## config.mk

```make
export PLATFORM = sky130hd
export DESIGN_NAME = fifo_page_buffer_cache_top
export DESIGN_NICKNAME = d
export VERILOG_FILES = /design/src/hw/rtl/fpbc_pkg.sv /design/src/hw/rtl/fpbc_ctrl.sv /design/src/hw/rtl/fpbc_dp.sv /design/src/hw/rtl/fifo_page_buffer_cache_top.sv
export SDC_FILE = /design/constraint.sdc
export NUM_CORES = 1
export LEC_CHECK = 0
export ABC_AREA = 1
export BUFFER_PORTS_ARGS = -buffer_cell sky130_fd_sc_hd__buf_2
export CORE_UTILIZATION = 40
export DETAILED_ROUTE_END_ITERATION = 8
export GPL_ROUTABILITY_DRIVEN = 0
export PLACE_DENSITY = 0.63
export SYNTH_ARGS = -nofsm -noshare
export SYNTH_HDL_FRONTEND = slang
export SYNTH_SLANG_ARGS = --single-unit
```

## constraint.sdc

```tcl
create_clock -name i_clk -period 5.1 [get_ports i_clk]
set_input_delay 0 -clock i_clk [delete_from_list [all_inputs] [get_ports i_clk]]
set_output_delay 0 -clock i_clk [all_outputs]
set_load 0.1 [all_outputs]
```

## src/hw/rtl/fpbc_pkg.sv

```systemverilog
package fpbc_pkg;

    // Directory geometry
    localparam int ENTRIES = 25;
    localparam int IDX_W   = $clog2(ENTRIES);
    localparam int PAGE_W  = 14;
    localparam int SLOT_W  = 5;
    localparam int OP_W    = 2;
    localparam int ACT_W   = 3;

    // Request operations
    localparam logic [OP_W-1:0] OP_READ  = 2'd0;
    localparam logic [OP_W-1:0] OP_MARK  = 2'd1;
    localparam logic [OP_W-1:0] OP_FLUSH = 2'd2;

    // Result actions
    localparam logic [ACT_W-1:0] ACT_HIT     = 3'd0;
    localparam logic [ACT_W-1:0] ACT_WB      = 3'd1;
    localparam logic [ACT_W-1:0] ACT_LOAD    = 3'd2;
    localparam logic [ACT_W-1:0] ACT_MARKED  = 3'd3;
    localparam logic [ACT_W-1:0] ACT_ABSENT  = 3'd4;
    localparam logic [ACT_W-1:0] ACT_NOFLUSH = 3'd5;

    typedef struct packed {
        logic [OP_W-1:0]   operation;
        logic [PAGE_W-1:0] page;
    } t_in_item;

    typedef struct packed {
        logic [ACT_W-1:0]  action;
        logic [PAGE_W-1:0] target_page;
        logic [SLOT_W-1:0] slot;
        logic              last;
    } t_out_item;

    typedef enum logic [1:0] {
        S_IDLE,
        S_SCAN,
        S_EXEC,
        S_LOAD
    } t_state;

    // Which result the datapath builds (and which state update goes with it)
    typedef enum logic [2:0] {
        EM_NONE,
        EM_HIT,
        EM_EVICT,
        EM_LOAD,
        EM_MARK,
        EM_ABSENT,
        EM_FLUSH,
        EM_EMPTY
    } t_emit;

    typedef struct packed {
        logic  capture;
        logic  scan;
        t_emit emit;
    } t_dp_cmd;

    typedef struct packed {
        logic [OP_W-1:0] op;
        logic            hit;
        logic            victim_valid;
        logic            victim_dirty;
        logic            flush_found;
        logic            out_free;
    } t_dp_sts;

endpackage

```

## src/hw/rtl/fpbc_ctrl.sv

```systemverilog
module fpbc_ctrl
    import fpbc_pkg::*;
(
    input  logic    i_clk,
    input  logic    i_rst_n,
    input  logic    i_in_valid,
    output logic    o_in_stall,
    input  t_dp_sts i_sts,
    output t_dp_cmd o_cmd
);

    t_state r_state;
    t_state n_state;

    always_ff @(posedge i_clk) begin
        if (!i_rst_n) begin
            r_state <= S_IDLE;
        end else begin
            r_state <= n_state;
        end
    end

    always_comb begin
        n_state       = r_state;
        o_cmd.capture = 1'b0;
        o_cmd.scan    = 1'b0;
        o_cmd.emit    = EM_NONE;
        o_in_stall    = (r_state != S_IDLE);
        case (r_state)
            S_IDLE: begin
                if (i_in_valid) begin
                    o_cmd.capture = 1'b1;
                    n_state       = S_SCAN;
                end
            end
            S_SCAN: begin
                o_cmd.scan = 1'b1;
                n_state    = S_EXEC;
            end
            S_EXEC: begin
                case (i_sts.op)
                    OP_READ: begin
                        if (i_sts.out_free) begin
                            if (i_sts.hit) begin
                                o_cmd.emit = EM_HIT;
                                n_state    = S_IDLE;
                            end else if (i_sts.victim_valid && i_sts.victim_dirty) begin
                                o_cmd.emit = EM_EVICT;
                                n_state    = S_LOAD;
                            end else begin
                                o_cmd.emit = EM_LOAD;
                                n_state    = S_IDLE;
                            end
                        end
                    end
                    OP_MARK: begin
                        if (i_sts.out_free) begin
                            o_cmd.emit = i_sts.hit ? EM_MARK : EM_ABSENT;
                            n_state    = S_IDLE;
                        end
                    end
                    OP_FLUSH: begin
                        if (i_sts.out_free) begin
                            o_cmd.emit = i_sts.flush_found ? EM_FLUSH : EM_EMPTY;
                            n_state    = S_IDLE;
                        end
                    end
                    default: begin
                        // unused code: dropped without a result
                        n_state = S_IDLE;
                    end
                endcase
            end
            S_LOAD: begin
                if (i_sts.out_free) begin
                    o_cmd.emit = EM_LOAD;
                    n_state    = S_IDLE;
                end
            end
            default: begin
                n_state = S_IDLE;
            end
        endcase
    end

endmodule

```

## src/hw/rtl/fpbc_dp.sv

```systemverilog
module fpbc_dp
    import fpbc_pkg::*;
(
    input  logic      i_clk,
    input  logic      i_rst_n,
    input  t_in_item  i_in_item,
    input  t_dp_cmd   i_cmd,
    output t_dp_sts   o_sts,
    output logic      o_out_valid,
    input  logic      i_out_stall,
    output t_out_item o_out_item
);

    // Directory
    logic [PAGE_W-1:0]  r_page [ENTRIES];
    logic [ENTRIES-1:0] r_valid;
    logic [ENTRIES-1:0] r_dirty;
    logic [IDX_W-1:0]   r_head;
    logic [IDX_W-1:0]   r_tail;

    // Request and scan results
    logic [OP_W-1:0]    r_op;
    logic [PAGE_W-1:0]  r_req_page;
    logic [ENTRIES-1:0] r_hit_vec;
    logic [ENTRIES-1:0] r_cand_vec;

    // Output register
    logic      r_out_valid;
    t_out_item r_out_item;
    t_out_item n_out_item;

    logic [IDX_W-1:0]   hit_idx;
    logic               hit_found;
    logic [IDX_W-1:0]   victim;
    logic [IDX_W-1:0]   head_next;
    logic [IDX_W-1:0]   fl_idx_hi;
    logic               fl_found_hi;
    logic [IDX_W-1:0]   fl_idx_all;
    logic               fl_found_all;
    logic [IDX_W-1:0]   fl_idx;
    logic [IDX_W-1:0]   rd_idx;
    logic [PAGE_W-1:0]  rd_page;
    logic               out_free;

    assign victim    = (r_tail == IDX_W'(ENTRIES - 1)) ? '0 : r_tail + 1'b1;
    assign head_next = (r_head == IDX_W'(ENTRIES - 1)) ? '0 : r_head + 1'b1;

    // Lowest matching slot
    always_comb begin
        hit_idx   = '0;
        hit_found = 1'b0;
        for (int i = ENTRIES - 1; i >= 0; i--) begin
            if (r_hit_vec[i]) begin
                hit_idx   = IDX_W'(i);
                hit_found = 1'b1;
            end
        end
    end

    // First dirty slot from head onward, else from slot zero (ring wrap)
    always_comb begin
        fl_idx_hi    = '0;
        fl_found_hi  = 1'b0;
        fl_idx_all   = '0;
        fl_found_all = 1'b0;
        for (int i = ENTRIES - 1; i >= 0; i--) begin
            if (r_cand_vec[i]) begin
                fl_idx_all   = IDX_W'(i);
                fl_found_all = 1'b1;
                if (IDX_W'(i) >= r_head) begin
                    fl_idx_hi   = IDX_W'(i);
                    fl_found_hi = 1'b1;
                end
            end
        end
    end

    assign fl_idx  = fl_found_hi ? fl_idx_hi : fl_idx_all;
    assign rd_idx  = (i_cmd.emit == EM_FLUSH) ? fl_idx : victim;
    assign rd_page = r_page[rd_idx];

    assign out_free = !r_out_valid || !i_out_stall;

    assign o_sts.op           = r_op;
    assign o_sts.hit          = hit_found;
    assign o_sts.victim_valid = r_valid[victim];
    assign o_sts.victim_dirty = r_dirty[victim];
    assign o_sts.flush_found  = fl_found_all;
    assign o_sts.out_free     = out_free;

    always_comb begin
        n_out_item.action      = ACT_NOFLUSH;
        n_out_item.target_page = '0;
        n_out_item.slot        = '0;
        n_out_item.last        = 1'b1;
        case (i_cmd.emit)
            EM_HIT: begin
                n_out_item.action      = ACT_HIT;
                n_out_item.target_page = r_req_page;
                n_out_item.slot        = SLOT_W'(hit_idx);
            end
            EM_EVICT: begin
                n_out_item.action      = ACT_WB;
                n_out_item.target_page = rd_page;
                n_out_item.slot        = SLOT_W'(victim);
                n_out_item.last        = 1'b0;
            end
            EM_LOAD: begin
                n_out_item.action      = ACT_LOAD;
                n_out_item.target_page = r_req_page;
                n_out_item.slot        = SLOT_W'(victim);
            end
            EM_MARK: begin
                n_out_item.action      = ACT_MARKED;
                n_out_item.target_page = r_req_page;
                n_out_item.slot        = SLOT_W'(hit_idx);
            end
            EM_ABSENT: begin
                n_out_item.action      = ACT_ABSENT;
                n_out_item.target_page = r_req_page;
            end
            EM_FLUSH: begin
                n_out_item.action      = ACT_WB;
                n_out_item.target_page = rd_page;
                n_out_item.slot        = SLOT_W'(fl_idx);
            end
            default: begin
                n_out_item.action = ACT_NOFLUSH;
            end
        endcase
    end

    // Request capture and scan registers
    always_ff @(posedge i_clk) begin
        if (i_cmd.capture) begin
            r_op       <= i_in_item.operation;
            r_req_page <= i_in_item.page;
        end
        if (i_cmd.scan) begin
            for (int i = 0; i < ENTRIES; i++) begin
                r_hit_vec[i] <= r_valid[i] && (r_page[i] == r_req_page);
            end
            r_cand_vec <= r_valid & r_dirty;
        end
    end

    // Page tags: no reset, only read behind a valid bit
    always_ff @(posedge i_clk) begin
        if (i_cmd.emit == EM_LOAD) begin
            r_page[victim] <= r_req_page;
        end
    end

    always_ff @(posedge i_clk) begin
        if (!i_rst_n) begin
            r_valid <= '0;
            r_dirty <= '0;
            r_head  <= '0;
            r_tail  <= IDX_W'(ENTRIES - 1);
        end else begin
            case (i_cmd.emit)
                EM_LOAD: begin
                    if (r_valid[victim]) begin
                        r_head <= head_next;
                    end
                    r_tail          <= victim;
                    r_valid[victim] <= 1'b1;
                    r_dirty[victim] <= 1'b0;
                end
                EM_EVICT: begin
                    r_dirty[victim] <= 1'b0;
                end
                EM_MARK: begin
                    r_dirty[hit_idx] <= 1'b1;
                end
                EM_FLUSH: begin
                    r_dirty[fl_idx] <= 1'b0;
                end
                default: begin
                end
            endcase
        end
    end

    always_ff @(posedge i_clk) begin
        if (!i_rst_n) begin
            r_out_valid <= 1'b0;
        end else if (i_cmd.emit != EM_NONE) begin
            r_out_valid <= 1'b1;
        end else if (!i_out_stall) begin
            r_out_valid <= 1'b0;
        end
    end

    always_ff @(posedge i_clk) begin
        if (i_cmd.emit != EM_NONE) begin
            r_out_item <= n_out_item;
        end
    end

    assign o_out_valid = r_out_valid;
    assign o_out_item  = r_out_item;

    // A valid page lives in one slot only
    a_hit_unique: assert property (@(posedge i_clk) disable iff (!i_rst_n)
        $onehot0(r_hit_vec))
        else $error("page found in more than one slot");

    // Dirty marks only on valid slots
    a_dirty_valid: assert property (@(posedge i_clk) disable iff (!i_rst_n)
        (r_dirty & ~r_valid) == '0)
        else $error("dirty mark on an empty slot");

    // Ring pointers stay inside the slot range
    a_ptr_range: assert property (@(posedge i_clk) disable iff (!i_rst_n)
        (r_head < IDX_W'(ENTRIES)) && (r_tail < IDX_W'(ENTRIES)))
        else $error("ring pointer out of range");

    // A result is only built when the output register can take it
    a_emit_free: assert property (@(posedge i_clk) disable iff (!i_rst_n)
        (i_cmd.emit != EM_NONE) |-> out_free)
        else $error("result overwrote a pending item");

    // A write-back on eviction is always followed by the load
    a_evict_load: assert property (@(posedge i_clk) disable iff (!i_rst_n)
        (i_cmd.emit == EM_EVICT) |=> !i_cmd.capture)
        else $error("new request taken between write-back and load");

endmodule

```

## src/hw/rtl/fifo_page_buffer_cache_top.sv

```systemverilog
// Page-buffer directory with 25 fully associative slots, FIFO replacement
// and write-back dirty marks. Send one request item per handshake: read
// (operation 0), mark modified (1) or flush one dirty page (2); code 3 is
// dropped with no result. A read hit or any mark/flush gives one result
// item; a read miss gives a load item, preceded by a write-back item (last
// low) when the evicted slot is dirty. The accepted request is captured,
// then its page is compared against all slot tags in parallel and the
// hit and dirty vectors are registered, then the request is resolved and
// the result is loaded into the output register; the load item follows
// an eviction write-back, and a stalled output side holds either back.
// The block takes no new request until the current one has loaded its
// last result, but a result waiting in the output register does not
// block acceptance of the next request. Reset is synchronous and leaves
// all slots empty; there is no clearing pass.
module fifo_page_buffer_cache_top
    import fpbc_pkg::*;
(
    input  logic      i_clk,
    input  logic      i_rst_n,
    // request channel
    input  logic      i_in_valid,
    output logic      o_in_stall,
    input  t_in_item  i_in_item,
    // result channel
    output logic      o_out_valid,
    input  logic      i_out_stall,
    output t_out_item o_out_item
);

    // Controller/datapath handshake
    t_dp_cmd cmd;
    t_dp_sts sts;

    // Sequencer: capture, tag scan, resolve, optional second result
    fpbc_ctrl u_ctrl (
        .i_clk      (i_clk),
        .i_rst_n    (i_rst_n),
        .i_in_valid (i_in_valid),
        .o_in_stall (o_in_stall),
        .i_sts      (sts),
        .o_cmd      (cmd)
    );

    // Tags, valid/dirty bits, ring pointers and the output register
    fpbc_dp u_dp (
        .i_clk       (i_clk),
        .i_rst_n     (i_rst_n),
        .i_in_item   (i_in_item),
        .i_cmd       (cmd),
        .o_sts       (sts),
        .o_out_valid (o_out_valid),
        .i_out_stall (i_out_stall),
        .o_out_item  (o_out_item)
    );

endmodule
```

==> metrics.csv <==
stage,metric,value,unit
sta,fin_worst_skew,0.0263,ns
worst_setup_path,critical_path_class,flip-flop to flip-flop,
worst_setup_path,crit_required,5.47,ns
worst_setup_path,crit_start,u_dp.r_tail[0]$_SDFFE_PN0P_,
synth,syn_nets,3244,
synth,yosys-top-cells-area,"edfxtp_1, nand3_1, nand2_1",
power,power_density,354,nW/um^2
floorplanning,placementRows,100,
detailed_routing,avgRoutedWirePerCell,25.5,um
worst_setup_path,endpoint,u_dp.o_out_item[12]$_DFFE_PP_,
power,switchingPower,3.46,mW
clocking,clkLatencyLatePin,0.63,ns
sta,holdWs,0.0358,ns
power,peakVddDrop,0.000215,V
clocking,path_clk_slew,0.06,ns
sta,hold_viol,0,
place,placement.io_buffers,44,
global_routing,grt_pass1_wl,159,mm
synth,yosysMostFrequentCell,nand3_1,
global_routing,grt_pass1_vias,24101,
sta,max_freq,207,MHz
sta,setup_violations,0,
power,p_comb_share,13.6,%
floorplanning,start_util,40.7,%
sta,fin_setup_tns,0,ns
power,pwr-share-clk,40.6,%
synth,synth_cell_types,57,
sta,slew_violations,0,
clocking,cts_root_buf,clkbuf_16,
detailed_routing,vias,26163,
worst_setup_path,reg2reg_from,u_dp.r_tail[0]$_SDFFE_PN0P_,
detailed_routing,drt_pass1_iterations,8,
worst_setup_path,reg2reg_to,u_dp.o_out_item[12]$_DFFE_PP_,
worst_setup_path,path_common_cell,nand2_1,
flow_run,max-cap-violations,0,
sta,min_period,4.84,ns
sta,rsz0062_at_grt,false,
worst_setup_path,r2r_slack,0.26,ns
synth,synth_top_area_share,52.9,%
outcome,outcome,"finished, final reports clean",
synth,ys_ff_latch,600,
final_layout,area.growth.synth_to_final,13.6,%
detailed_routing,drt_iter0_markers,4487,
clocking,h-tree-depth,3,
synth,synth-edff-count,537,
synth,synth_top_cell_by_area,edfxtp_1,
global_routing,grt_max_degree,116,
global_routing,gr-total-overflow,0,
power,switching_share,28.2,%
clocking,cts_sinks,600,
power,cellInternalPower,8.80,mW
clocking,cts_made_buffers,69,
power,p_seq_share,45.8,%
floorplanning,dieWidth,278,um
synth,syn_avg_cell_area,9.49,um^2
detailed_routing,wirelength,110,mm
floorplanning,io_pins,45,
final_layout,layout.nets,3302,
synth,synth_commonest_cells,"nand3_1, nand2_1, edfxtp_1",
synth,synth_area,30500,um^2
clocking,cts_max_path_buffers,3,
worst_setup_path,end_kind,flip-flop,
worst_setup_path,reg2regPathDepth,33,
synth,synthFlopType,edfxtp_1,
floorplanning,die_h,278,um
floorplanning,dieArea,77400,um^2
sta,finalCritPeriodShare,94.9,%
floorplanning,coreArea,74900,um^2
hold_path,hp-class,primary input to flip-flop,
global_routing,antenna_found_initial,4,
final_layout,fin_util,46.2,%
sta,worst_pin_slew,1.05,ns
synth,yosysWarnings,0,
worst_setup_path,critPathMaxFanout,21,
synth,synthCells,3213,
synth,synthArstFlopShare,0,%
detailed_routing,ant_nets,0,
worst_setup_path,crit_slowest_cell,dfxtp_1,
clocking,tritoncts,built,
power,power_leakage,12.8,nW
final_layout,drive_gt1_share,9.89,%
hold_path,hold_depth,3,
global_routing,grt_usage,27.7,%
worst_setup_path,arrival,5.21,ns
synth,ys_seq_area_share,57.0,%
detailed_routing,drc,0,
sta,slew_headroom,30.2,%
final_layout,n_fill_cell,6991,
worst_setup_path,slowest_delay,0.41,ns
detailed_routing,avgViaCountPerCell,6.09,
place,dp_hpwl,71.8,mm
worst_setup_path,startpoint_type,flip-flop,
critical path: cells and delay by family, from the launching register on:
family	cells	cell delay, ns
adder cells (fa/ha/maj)	1	0.22
AO/OA/AOI/OAI	5	0.68
AND/OR/NAND/NOR	20	2.32
buffers and inverters	7	0.95
flip-flops	1	0.41
power by group through the flow:
stage                     clock network (mW)  registers, mW  logic [mW]
after floorplan                            0           5.93       0.779
after detailed placement                   0           5.71        1.61
final                                   4.98           5.61        1.67
after global placement                     0           5.72        1.60
after global routing                    5.20           5.62        1.74
after CTS                               5.03           5.61        1.62
what timing repair did:
item	in CTS	in global routing
resized for setup	0	4
endpoints found under the setup margin	0	14
hold buffers	17	0
setup buffers	0	4
endpoints found under the hold margin	17	0
cell families after synthesis:
logic type	after synthesis	synth area share, %
compound gates	391	8.49
xor+xnor	126	3.62
fa+ha+maj	11	0.451
buf+inv	411	5.62
flops	600	57.0
simple gates	1674	24.8
placed cells by master (no fill, tap or decap), types with 11 or more instances in the layout:
master / n
nor3_1: 11
o211ai_1: 15
nand4_1: 34
clkbuf_1: 11
buf_2: 44
xor2_1: 44
nor4_1: 34
o21ai_0: 119
or2_2: 32
a22o_1: 18
o22ai_1: 44
clkinv_1: 25
dfxtp_1: 63
nor4b_1: 11
nor2_1: 197
buf_12: 17
o21bai_1: 15
a21oi_1: 43
nand2_1: 652
inv_1: 201
a221oi_1: 24
xnor2_1: 82
dlygate4sd3_1: 17
o21a_1: 19
ha_1: 11
nand3_1: 676
edfxtp_1: 537
buf_4: 95
a211oi_1: 11
o221ai_1: 11
clkbuf_16: 69
o2111ai_1: 21
flip-flops by register name (all words and copies together), names as in the netlist:
name and cells:
u_ctrl.r_state 2, u_dp.o_out_item 23, u_dp.o_out_valid 1, u_dp.r_cand_vec 25
u_dp.r_dirty 25, u_dp.r_head 5, u_dp.r_hit_vec 25, u_dp.r_op 2
u_dp.r_page 448, u_dp.r_req_page 14, u_dp.r_tail 5, u_dp.r_valid 25
worst min path at each step:
stage,start,endpoint,slack (ns)
after CTS,i_out_stall,u_ctrl.r_state[0]$_SDFFE_PN0P_,0.005
after global routing,i_rst_n,u_dp.r_tail[4]$_SDFFE_PN1P_,0.04
after floorplan,i_in_item[14],u_dp.r_op[0]$_DFFE_PP_,0.1
after global placement,i_in_item[12],u_dp.r_req_page[12]$_DFFE_PP_,0.18
after detailed placement,i_in_item[8],u_dp.r_req_page[8]$_DFFE_PP_,0.18
final,i_rst_n,u_dp.r_valid[13]$_SDFFE_PN0P_,0.04
metal layers:
layer  part of all wire [%]  global-route usage [%]
met1                     39                    38.0
met2                     44                    42.3
met3                     12                    5.43
met4                    4.7                    12.4
met5                   0.12                       0
metrics by stage:
| step | cell area (um^2) | setup WS (ns) | cells | power (mW) |
|---|---|---|---|---|
| floorplan | 30500 | 1.19 | 3213 | 6.71 |
| global placement | 32100 | 0.380 | 4146 | 7.31 |
| detailed placement | 32100 | 0.256 | 4146 | 7.32 |
| CTS | 34600 | 0.235 | 4289 | 12.3 |
| global route | 34600 | 0.00538 | 4295 | 12.6 |
| finish | 34700 | 0.259 | 4296 | 12.3 |
cell type report:
type	count	area (um^2)	area share, %
Antenna cell	1	2.50	0.00722
Clock buffer	81	1780	5.14
Clock inverter	45	467	1.35
Inverter	221	833	2.40
Multi-Input combinational cell	2204	11500	33.1
Sequential cell	600	17400	50.2
Tap cell	969	1210	3.50
Timing Repair Buffer	175	1480	4.28
No activity file was read; power rests on OpenSTA's default activity.
